### src/design/gbtc_pkg.sv
// Shared types, constants and command/status structs of the guard-band clipper.
`default_nettype none

package gbtc_pkg;

  localparam int ATTR_W       = 32;
  localparam int NUM_ATTR     = 9;
  localparam int VTX_W        = NUM_ATTR * ATTR_W;
  localparam int T_BITS       = 24;
  localparam int FAN_VERT_CAP = 3 + 5;
  localparam int EXT_W        = 17;
  localparam int NEAR_W_W     = 31;
  localparam int CFG_DATA_W   = 32;
  localparam int CFG_IDX_W    = 2;

  // Extent (17 bits unsigned) times w (32 bits signed) fits in 49 signed bits.
  localparam int GP_W    = EXT_W + ATTR_W;
  localparam int MUL_A_W = ATTR_W + 1;
  localparam int MUL_B_W = T_BITS + 2;
  localparam int MUL_P_W = MUL_A_W + MUL_B_W;

  // Attribute positions inside a vertex.
  localparam int AT_X = 0;
  localparam int AT_Y = 1;
  localparam int AT_W = 3;

  // Outcode bit positions.
  localparam int OC_W    = 9;
  localparam int OC_NEAR = 0;
  localparam int OC_VXP  = 1;
  localparam int OC_VXN  = 2;
  localparam int OC_VYP  = 3;
  localparam int OC_VYN  = 4;
  localparam int OC_GXP  = 5;
  localparam int OC_GXN  = 6;
  localparam int OC_GYP  = 7;
  localparam int OC_GYN  = 8;
  localparam logic [OC_W-1:0] OC_REJECT_MASK = 9'h01F;

  // Clip planes in processing order.
  localparam int NUM_PLANES = 5;
  localparam logic [2:0] PL_NEAR = 3'd0;
  localparam logic [2:0] PL_GXP  = 3'd1;
  localparam logic [2:0] PL_GXN  = 3'd2;
  localparam logic [2:0] PL_GYP  = 3'd3;
  localparam logic [2:0] PL_GYN  = 3'd4;
  localparam logic [2:0] PL_DONE = 3'd5;

  // Configuration register indexes and reset values.
  localparam logic [CFG_IDX_W-1:0] REG_VIS_X  = 2'd0;
  localparam logic [CFG_IDX_W-1:0] REG_VIS_Y  = 2'd1;
  localparam logic [CFG_IDX_W-1:0] REG_GUARD  = 2'd2;
  localparam logic [CFG_IDX_W-1:0] REG_NEAR_W = 2'd3;
  localparam logic [EXT_W-1:0]    RST_VIS_X  = 17'd10752;
  localparam logic [EXT_W-1:0]    RST_VIS_Y  = 17'd7526;
  localparam logic [EXT_W-1:0]    RST_GUARD  = 17'd62259;
  localparam logic [NEAR_W_W-1:0] RST_NEAR_W = 31'd65536;

  typedef logic [NUM_ATTR-1:0][ATTR_W-1:0] vertex_t;

  typedef enum logic [2:0] {
    MS_VX, MS_VY, MS_GIN, MS_GA, MS_GB, MS_LERP
  } mul_sel_t;

  typedef enum logic [1:0] {
    OS_NONE, OS_VX, OS_VY, OS_G
  } oc_step_t;

  typedef enum logic [1:0] {
    WS_IN, WS_A, WS_LERP
  } wr_src_t;

  typedef struct packed {
    logic       cap_in;
    logic       mul_en;
    mul_sel_t   mul_sel;
    logic [3:0] attr;
    oc_step_t   oc_step;
    logic       oc_fold;
    logic       oc_first;
    logic       rd_en;
    logic       da_load;
    logic       db_load;
    logic [2:0] plane;
    logic       div_start;
    logic       lerp_store;
    logic       wr_en;
    wr_src_t    wr_src;
    logic       out_load;
    logic       out_tri_end;
    logic       out_last;
  } cmd_t;

  typedef struct packed {
    logic                  reject;
    logic [NUM_PLANES-1:0] need;
    logic                  ina;
    logic                  inb;
    logic                  div_done;
    logic                  out_free;
  } status_t;

endpackage

`default_nettype wire

### src/design/gbtc_ctrl.sv
// Controller: gathers triangles, sequences the clip stages and the fan emission.
`default_nettype none

module gbtc_ctrl import gbtc_pkg::*; #(
  parameter int MAX_POLY_VERTS = 8,
  localparam int AW = $clog2(2 * MAX_POLY_VERTS)
) (
  input  wire logic          clk,
  input  wire logic          rst,
  input  wire logic          in_valid,
  output logic               in_ready,
  input  wire status_t       st,
  output cmd_t               cmd,
  output logic [AW-1:0]      rd_a_addr,
  output logic [AW-1:0]      rd_b_addr,
  output logic [AW-1:0]      wr_addr
);

  localparam int CW = $clog2(MAX_POLY_VERTS + 1);

  typedef enum logic [4:0] {
    S_IN, S_OC1, S_OC2, S_OC3, S_OC4, S_OC5, S_DECIDE, S_PLANE,
    S_EREAD, S_EGA, S_EGB, S_EDB, S_EKEEP, S_ECROSS, S_EDIV,
    S_LMUL, S_LADD, S_LWR, S_ENEXT, S_FAN0, S_FRD, S_FOUT
  } state_t;

  state_t        state;
  logic [1:0]    slot;
  logic [2:0]    plane;
  logic [CW-1:0] idx, count, oc, fan_n, fi;
  logic [1:0]    fj;
  logic [3:0]    k;
  logic          pong;

  logic [CW-1:0] idx_next, fsel, fan_cap;
  logic          edge_wrap, oc_room, last_tri;

  function automatic logic [AW-1:0] baddr(input logic sel, input logic [CW-1:0] i);
    return sel ? AW'(MAX_POLY_VERTS) + AW'(i) : AW'(i);
  endfunction

  assign edge_wrap = (idx + CW'(1)) == count;
  assign idx_next  = edge_wrap ? '0 : idx + CW'(1);
  assign oc_room   = oc < CW'(MAX_POLY_VERTS);
  assign fsel      = (fj == 2'd0) ? '0 : fi + CW'(fj) - CW'(1);
  assign fan_cap   = (count > CW'(FAN_VERT_CAP)) ? CW'(FAN_VERT_CAP) : count;
  assign last_tri  = (fi + CW'(2)) == fan_n;

  always_ff @(posedge clk) begin
    if (rst) begin
      state <= S_IN;
      slot  <= '0;
      plane <= '0;
      idx   <= '0;
      count <= '0;
      oc    <= '0;
      fan_n <= '0;
      fi    <= '0;
      fj    <= '0;
      k     <= '0;
      pong  <= 1'b0;
    end else begin
      case (state)
        S_IN:  if (in_valid) state <= S_OC1;
        S_OC1: state <= S_OC2;
        S_OC2: state <= S_OC3;
        S_OC3: state <= S_OC4;
        S_OC4: state <= S_OC5;
        S_OC5: begin
          if (slot == 2'd2) begin
            slot  <= '0;
            state <= S_DECIDE;
          end else begin
            slot  <= slot + 2'd1;
            state <= S_IN;
          end
        end
        S_DECIDE: begin
          if (st.reject) begin
            state <= S_IN;
          end else begin
            count <= CW'(3);
            pong  <= 1'b0;
            plane <= PL_NEAR;
            state <= S_PLANE;
          end
        end
        S_PLANE: begin
          if (plane == PL_DONE || count == '0) begin
            state <= S_FAN0;
          end else if (st.need[plane]) begin
            idx   <= '0;
            oc    <= '0;
            state <= S_EREAD;
          end else begin
            plane <= plane + 3'd1;
          end
        end
        S_EREAD: state <= S_EGA;
        S_EGA:   state <= S_EGB;
        S_EGB:   state <= S_EDB;
        S_EDB:   state <= S_EKEEP;
        S_EKEEP: begin
          if (st.ina && oc_room) oc <= oc + CW'(1);
          state <= S_ECROSS;
        end
        S_ECROSS: state <= ((st.ina != st.inb) && oc_room) ? S_EDIV : S_ENEXT;
        S_EDIV: begin
          if (st.div_done) begin
            k     <= '0;
            state <= S_LMUL;
          end
        end
        S_LMUL: state <= S_LADD;
        S_LADD: begin
          if (k == 4'(NUM_ATTR - 1)) begin
            state <= S_LWR;
          end else begin
            k     <= k + 4'd1;
            state <= S_LMUL;
          end
        end
        S_LWR: begin
          oc    <= oc + CW'(1);
          state <= S_ENEXT;
        end
        S_ENEXT: begin
          if (edge_wrap) begin
            count <= oc;
            pong  <= !pong;
            plane <= plane + 3'd1;
            state <= S_PLANE;
          end else begin
            idx   <= idx_next;
            state <= S_EREAD;
          end
        end
        S_FAN0: begin
          if (fan_cap < CW'(3)) begin
            state <= S_IN;
          end else begin
            fan_n <= fan_cap;
            fi    <= CW'(1);
            fj    <= '0;
            state <= S_FRD;
          end
        end
        S_FRD: state <= S_FOUT;
        S_FOUT: begin
          if (st.out_free) begin
            if (fj == 2'd2) begin
              if (last_tri) begin
                state <= S_IN;
              end else begin
                fi    <= fi + CW'(1);
                fj    <= '0;
                state <= S_FRD;
              end
            end else begin
              fj    <= fj + 2'd1;
              state <= S_FRD;
            end
          end
        end
        default: state <= S_IN;
      endcase
    end
  end

  always_comb begin
    cmd       = '0;
    cmd.plane = plane;
    cmd.attr  = k;
    in_ready  = 1'b0;
    rd_a_addr = baddr(pong, idx);
    rd_b_addr = baddr(pong, idx_next);
    wr_addr   = baddr(!pong, oc);
    case (state)
      S_IN: begin
        in_ready   = 1'b1;
        cmd.cap_in = in_valid;
        cmd.wr_en  = in_valid;
        cmd.wr_src = WS_IN;
        wr_addr    = AW'(slot);
      end
      S_OC1: begin
        cmd.mul_en  = 1'b1;
        cmd.mul_sel = MS_VX;
      end
      S_OC2: begin
        cmd.oc_step = OS_VX;
        cmd.mul_en  = 1'b1;
        cmd.mul_sel = MS_VY;
      end
      S_OC3: begin
        cmd.oc_step = OS_VY;
        cmd.mul_en  = 1'b1;
        cmd.mul_sel = MS_GIN;
      end
      S_OC4: cmd.oc_step = OS_G;
      S_OC5: begin
        cmd.oc_fold  = 1'b1;
        cmd.oc_first = slot == 2'd0;
      end
      S_EREAD: cmd.rd_en = 1'b1;
      S_EGA: begin
        cmd.mul_en  = 1'b1;
        cmd.mul_sel = MS_GA;
      end
      S_EGB: begin
        cmd.da_load = 1'b1;
        cmd.mul_en  = 1'b1;
        cmd.mul_sel = MS_GB;
      end
      S_EDB: cmd.db_load = 1'b1;
      S_EKEEP: begin
        cmd.wr_en  = st.ina && oc_room;
        cmd.wr_src = WS_A;
      end
      S_ECROSS: cmd.div_start = (st.ina != st.inb) && oc_room;
      S_LMUL: begin
        cmd.mul_en  = 1'b1;
        cmd.mul_sel = MS_LERP;
      end
      S_LADD: cmd.lerp_store = 1'b1;
      S_LWR: begin
        cmd.wr_en  = 1'b1;
        cmd.wr_src = WS_LERP;
      end
      S_FRD: begin
        cmd.rd_en = 1'b1;
        rd_a_addr = baddr(pong, fsel);
      end
      S_FOUT: begin
        cmd.out_load    = st.out_free;
        cmd.out_tri_end = fj == 2'd2;
        cmd.out_last    = (fj == 2'd2) && last_tri;
      end
      default: ;
    endcase
  end

  a_count_bound: assert property (@(posedge clk) disable iff (rst)
    count <= CW'(MAX_POLY_VERTS)) else $error("polygon count beyond buffer depth");

  a_oc_bound: assert property (@(posedge clk) disable iff (rst)
    oc <= CW'(MAX_POLY_VERTS)) else $error("clip stage output beyond buffer depth");

  a_load_free: assert property (@(posedge clk) disable iff (rst)
    cmd.out_load |-> st.out_free) else $error("output register overwritten");

  a_slot_range: assert property (@(posedge clk) disable iff (rst)
    slot != 2'd3) else $error("vertex slot out of range");

endmodule

`default_nettype wire

### config.mk
export PLATFORM = sky130hd
export DESIGN_NAME = gbtc_ctrl
export DESIGN_NICKNAME = d
export VERILOG_FILES = /design/src/design/gbtc_pkg.sv /design/src/design/gbtc_ctrl.sv
export SDC_FILE = /design/constraint.sdc
export NUM_CORES = 1
export LEC_CHECK = 0
export BUFFER_PORTS_ARGS = -buffer_cell sky130_fd_sc_hd__buf_4
export CAP_MARGIN = 20
export CORE_ASPECT_RATIO = 0.6
export CORE_UTILIZATION = 44
export DETAILED_ROUTE_END_ITERATION = 10
export PLACE_DENSITY_LB_ADDON = 0.25
export SETUP_SLACK_MARGIN = 0.5
export SLEW_MARGIN = 25
export SYNTH_ARGS = -nofsm -noshare
export SYNTH_HDL_FRONTEND = slang
export SYNTH_SLANG_ARGS = --single-unit
### constraint.sdc
create_clock -name clk -period 5.4 [get_ports clk]
set_input_delay 0 -clock clk [delete_from_list [all_inputs] [get_ports clk]]
set_output_delay 0 -clock clk [all_outputs]
set_load 0.02 [all_outputs]
Word-level counts from Yosys, hierarchy flattened
Index checks and enable logic that the tools add are counted.

Add/subtract/negate cells: 14. $lt $le $gt $ge: 4. Equal/unequal tests: 44. Multiplexer cells: 68. Bitwise operators: 1. Reduce and logical (&&, ||, !) cells: 25.

Operators with widths (count): case mux 5 bit (22 select lines) (1); 2-to-1 mux 4 bit (22); 2-to-1 mux 5 bit (10); equality test 5 x 4 -> 1 bit (second input constant) (8); case mux 4 bit (2 select lines) (4); equality test 5 bit (second input constant) (6); inequality test 2 bit (second input constant) (14); case mux 4 bit (6 select lines) (1); 2-to-1 mux 3 bit (7); equality test 5 x 3 -> 1 bit (second input constant) (4); case mux 3 bit (3 select lines) (2); adder 4 x 1 -> 4 bit (second input constant) (4); adder 4 bit (first input constant) (4); AND reduction 4 bit (4); 2-to-1 mux 2 bit (6); case mux 4 bit (3 select lines) (1); equality test 5 x 2 -> 1 bit (second input constant) (2); 2-to-1 mux 1 bit (10); AND reduction 5 bit (2); equality test 4 bit (2); nonzero test 2 bit (4); inequality test 3 bit (second input constant) (2); case mux 2 bit (3 select lines) (1); AND reduction 3 bit (2); 27 further kinds (33).

Flip-flop bits (word level): 37. Input bits: 13. Logic and storage cells: 167.

Logic depth before layout (Yosys ltp)
Depth in word-level cells: 6. Mapped depth: 11.

Worst setup path after synthesis
Ideal clock, no wire load.

Path type: register to output. From: reg fi[1]. To: out rd_a_addr[3]. Data arrival time: 2134 ps. Required time: 5400 ps. Path slack: 3266 ps. Stages on the path, launching flop included: 12. Cell sequence: dfxtp_1 > inv_1 > ha_1 > inv_1 > ha_1 > inv_1 > fa_1 > xor2_1 > xnor2_1 > nor3_1 > a21oi_1 > xnor2_1.

Cells in the longest elaborated chain, start to end: 6.

Ends and longest elaborated chain: from (decl) (line gbtc_ctrl.sv:30) `logic [CW-1:0] idx, count, oc, fan_n, fi;`; from (signal assigned) (line gbtc_ctrl.sv:155) `fi <= fi + CW'(1);`; adder 4 x 2 -> 4 bit (*) (line gbtc_ctrl.sv:45) `assign fsel = (fj == 2'd0) ? '0 : fi + CW'(fj) - CW'(1);`; subtractor 4 x 1 -> 4 bit (*) (line gbtc_ctrl.sv:45); 2-to-1 mux 4 bit (*) (line gbtc_ctrl.sv:45); adder 4 bit (line gbtc_ctrl.sv:39) `return sel ? AW'(MAX_POLY_VERTS) + AW'(i) : AW'(i);`; 2-to-1 mux 4 bit (*) (line gbtc_ctrl.sv:39); 2-to-1 mux 4 bit (*) (line gbtc_ctrl.sv:178) `case (state)`; to (decl) (line gbtc_ctrl.sv:14) `output logic [AW-1:0] rd_a_addr,`.

Every way passes the cells marked *; elsewhere a longest branch is shown, timed or not.

==> qor.txt <==
total number of yosys warnings = 0
setup repair bufs after CTS = 0
endpoint kind of the worst setup timing path = primary output
cell total after placement = 473
Synth Register Bits = 37
Final Skew = 0.01160 ns
Util after Layout = 0.5676
Period Utilization, post-route = 0.5121
post-DR vias/cell = 5.705
grt ovf = 0
number of H-tree levels = 2
Die ar. = 6619 um2
routability congestion estimate from global placement = 0.9380
sequential-to-total area share from yosys stat = 0.2678
Std-Cell Rows = 21
CP Data Required Time = 5.40 ns
area of the multi-input gates = 1848 um2
number of antenna violations at the first check in global routing = 0
fraction of registers with async set or reset after synthesis = 0
average footprint of a synthesized cell = 7.706 um2
number of slew-limit violations in the final report = 0
cell count after synthesis = 359
crit path buf inv count = 1
cell area after synthesis = 2766 um2
Most used DFF post-synth = sky130_fd_sc_hd__dfxtp_1
max-cap violations = 0
Slew HR = 0.3956
Core Footprint = 5807 um2
final number of setup-violating endpoints = 0
number of filler instances in the final layout = 567
total clock sinks = 37
Antenna Nets Post-Route = 0
via count of the first global-routing pass = 2,406
effective utilization at floorplan = 0.4764
slew at the pin closest to its max-slew limit = 0.8996 ns
worst setup path category = flip-flop to primary output
Resized cells post-CTS = 0
count of endpoints failing hold in the final timing report = 0
DR pass1 iterations = 5
top cell type's share of synthesized area = 0.2678
dominant cells by area after synthesis = sky130_fd_sc_hd__dfxtp_1 27%, sky130_fd_sc_hd__a21oi_1 5.1%, sky130_fd_sc_hd__ha_1 5.0%, sky130_fd_sc_hd__nand2_1 4.5%, sky130_fd_sc_hd__nor2_1 4.5%
clk slew on worst S/H paths = 0.08 ns
via count of the routed design = 2,744
routed len/inst = 15.12 um
layout overhead on the synthesized area = 19.13%
Initial DRC Count = 193
number of distinct library cells after synthesis = 62
share of post-route cells with drive strength above 1 = 0.1920
class of the tightest hold or removal check = input port to flip-flop
worst stage delay on the critical path = 0.89 ns
data arrival time of the worst path = 2.77 ns
register area = 740.7 um2
total global-route track usage = 0.2274
number of clock buffers inserted by TritonCTS = 5
status = completed
first-pass GRT wire length = 12,040 um
clock insertion delay at the later pin of the skew report = 0.29 ns
Die Width = 104.4 um
net count reported at finish = 425
library cell with the largest summed area after synthesis = sky130_fd_sc_hd__dfxtp_1
Post-Route Setup TNS = 0 ns
Top delay family on crit path = simple AND/OR/NAND/NOR gates
startpoint kind of the worst setup timing path = flip-flop
number of diodes = 0
Max Freq = 0.3616 GHz
maximum vdd drop = 0.1392 mV
PwrDens = 235.3 nW/um2
post-route DRC violation count = 0
non-filler instance count after layout = 481
number of buffers inserted by port buffering = 52
root buffer selected by CTS = sky130_fd_sc_hd__clkbuf_8
largest net degree at the start of global routing = 33
synthesized net count = 384
die extent in y = 63.42 um
cell with the largest stage delay on the worst path = sky130_fd_sc_hd__dfxtp_1
number of enable-type register cells in the synthesized netlist = 0
total wire length after detailed routing = 7275 um
post-route minimum period = 2.765 ns
ordered list of cells on the worst path = nand2b_1 -> nor3_1 -> nor4b_1 -> buf_4
number of ports placed on the die boundary = 53
TritonCTS clock tree = yes
unrepaired setup endpoints after global routing = false
DP HPWL = 5582 um
maximum number of buffers from clock root to sink = 2
leakage power = 0.001296 uW
highest fanout seen on the critical path = 27
CTS hold repair buffers = 0
-- worst paths after layout --
kind	from	endpoint	slack, ns	depth (start not counted)
max	state[0]$_SDFFE_PP0P_	cmd[0]	2.63	4
min	st[0]	fj[0]$_SDFFE_PP0P_	0.08	3
max reg2reg	state[0]$_SDFFE_PP0P_	state[1]$_SDFFE_PP0P_	2.66	6
min reg2reg	fan_n[1]$_SDFFE_PP0P_	fan_n[1]$_SDFFE_PP0P_	0.46	2
-- Yosys cell counts, drive strengths merged, types with 4 or more instances --
| master | count |
|---|---|
| ha | 11 |
| a21oi | 28 |
| a211oi | 6 |
| or3 | 6 |
| xor2 | 12 |
| dfxtp | 37 |
| o21ai | 14 |
| nor4 | 8 |
| nand3b | 9 |
| and3 | 5 |
| inv | 19 |
| xnor2 | 10 |
| nor2 | 34 |
| clkbuf | 8 |
| nor3 | 20 |
| nor2b | 4 |
| nand2 | 33 |
| buf | 11 |
| nand3 | 16 |
| o31ai | 4 |
| nand2b | 13 |
-- placed cells by master, fill, tap and decap left out, drive strengths merged, types with 2 or more instances in the layout --
master | netlist | layout
nor2 | 34 | 34
a21o | 2 | 2
ha | 11 | 11
a31oi | 2 | 2
nor4b | 2 | 2
xnor2 | 10 | 10
nor4 | 8 | 8
o21ai | 14 | 14
clkbuf | 8 | 5
xnor3 | 2 | 2
or2 | 3 | 3
or4 | 3 | 3
mux2 | 2 | 2
buf | 11 | 53
bufinv | 0 | 2
o31a | 2 | 2
nand2 | 33 | 33
and3 | 5 | 5
mux2i | 3 | 3
dfxtp | 37 | 37
nand3 | 16 | 16
nor2b | 4 | 4
and2 | 2 | 2
a211o | 2 | 2
a22oi | 2 | 2
nand2b | 13 | 13
o2111ai | 2 | 2
inv | 19 | 20
o31ai | 4 | 4
o22ai | 2 | 2
or3 | 6 | 6
nor3 | 20 | 20
nand3b | 9 | 9
a211oi | 6 | 6
o21a | 2 | 2
a21oi | 28 | 28
xor2 | 12 | 12
a311oi | 2 | 2
nand4 | 3 | 3
o2bb2ai | 3 | 3
-- layer usage --
layer  vias up  routed length, um  global-route usage
li1       1360                  -                   -
met1      1267               3657              0.3485
met2       109               2928              0.3204
met3         8                638             0.05280
met4         0                 51             0.03750
met5         -                  0                   0
-- power by group --
group	switching (uW)	internal (uW)
Clock	108	186
Combinational	106	72.9
Sequential	25.1	278
-- cell type report --
class,instances,share of cell area
clock buffers,5,0.02088
clock inverters,3,0.02088
inverters,19,0.02164
multi-input cells,284,0.5607
flip-flops and latches,37,0.2248
well taps,80,0.03037
repair buffers,53,0.1207
-- registers in the layout (all words and copies together), names as in the netlist --
signal	cells
k	4
fan_n	4
pong	1
fi	4
plane	3
slot	2
count	4
fj	2
idx	4
state	5
oc	4
-- per-stage QoR --
stage                     setup slack (ns)  hold slack [ns]  instance area [um2]  power, uW
after floorplan                      3.266           0.1716                 2766      437.3
after global placement               2.902           0.3696                 3158      484.9
after global routing                 2.416           0.1057                 3296      807.0
final                                2.635          0.08383                 3296      775.4
after detailed placement             2.789           0.3848                 3158      485.7
after CTS                            2.703          0.09007                 3296      774.2
-- worst reg2reg max path, delay by kind of cell (launching register included) --
kind / cells / cell delay, ns
AO/OA/AOI/OAI: 3 / 0.51
flip-flops: 1 / 0.89
AND/OR/NAND/NOR: 3 / 1.28
-- kinds of logic (layout without fill, tap and decap cells) --
| family | after synthesis | count (layout) | synth area share |
|---|---|---|---|
| adders and majority gates | 12 | 12 | 0.05699 |
| and+or+nand+nor | 164 | 164 | 0.3184 |
| xor gates and xnor gates | 24 | 24 | 0.08865 |
| muxes | 5 | 5 | 0.01900 |
| AOI/OAI and AO/OA | 79 | 79 | 0.1850 |
| buffers and inverters | 38 | 80 | 0.06422 |
| DFF | 37 | 37 | 0.2678 |
(Power assumes the default switching activity.)
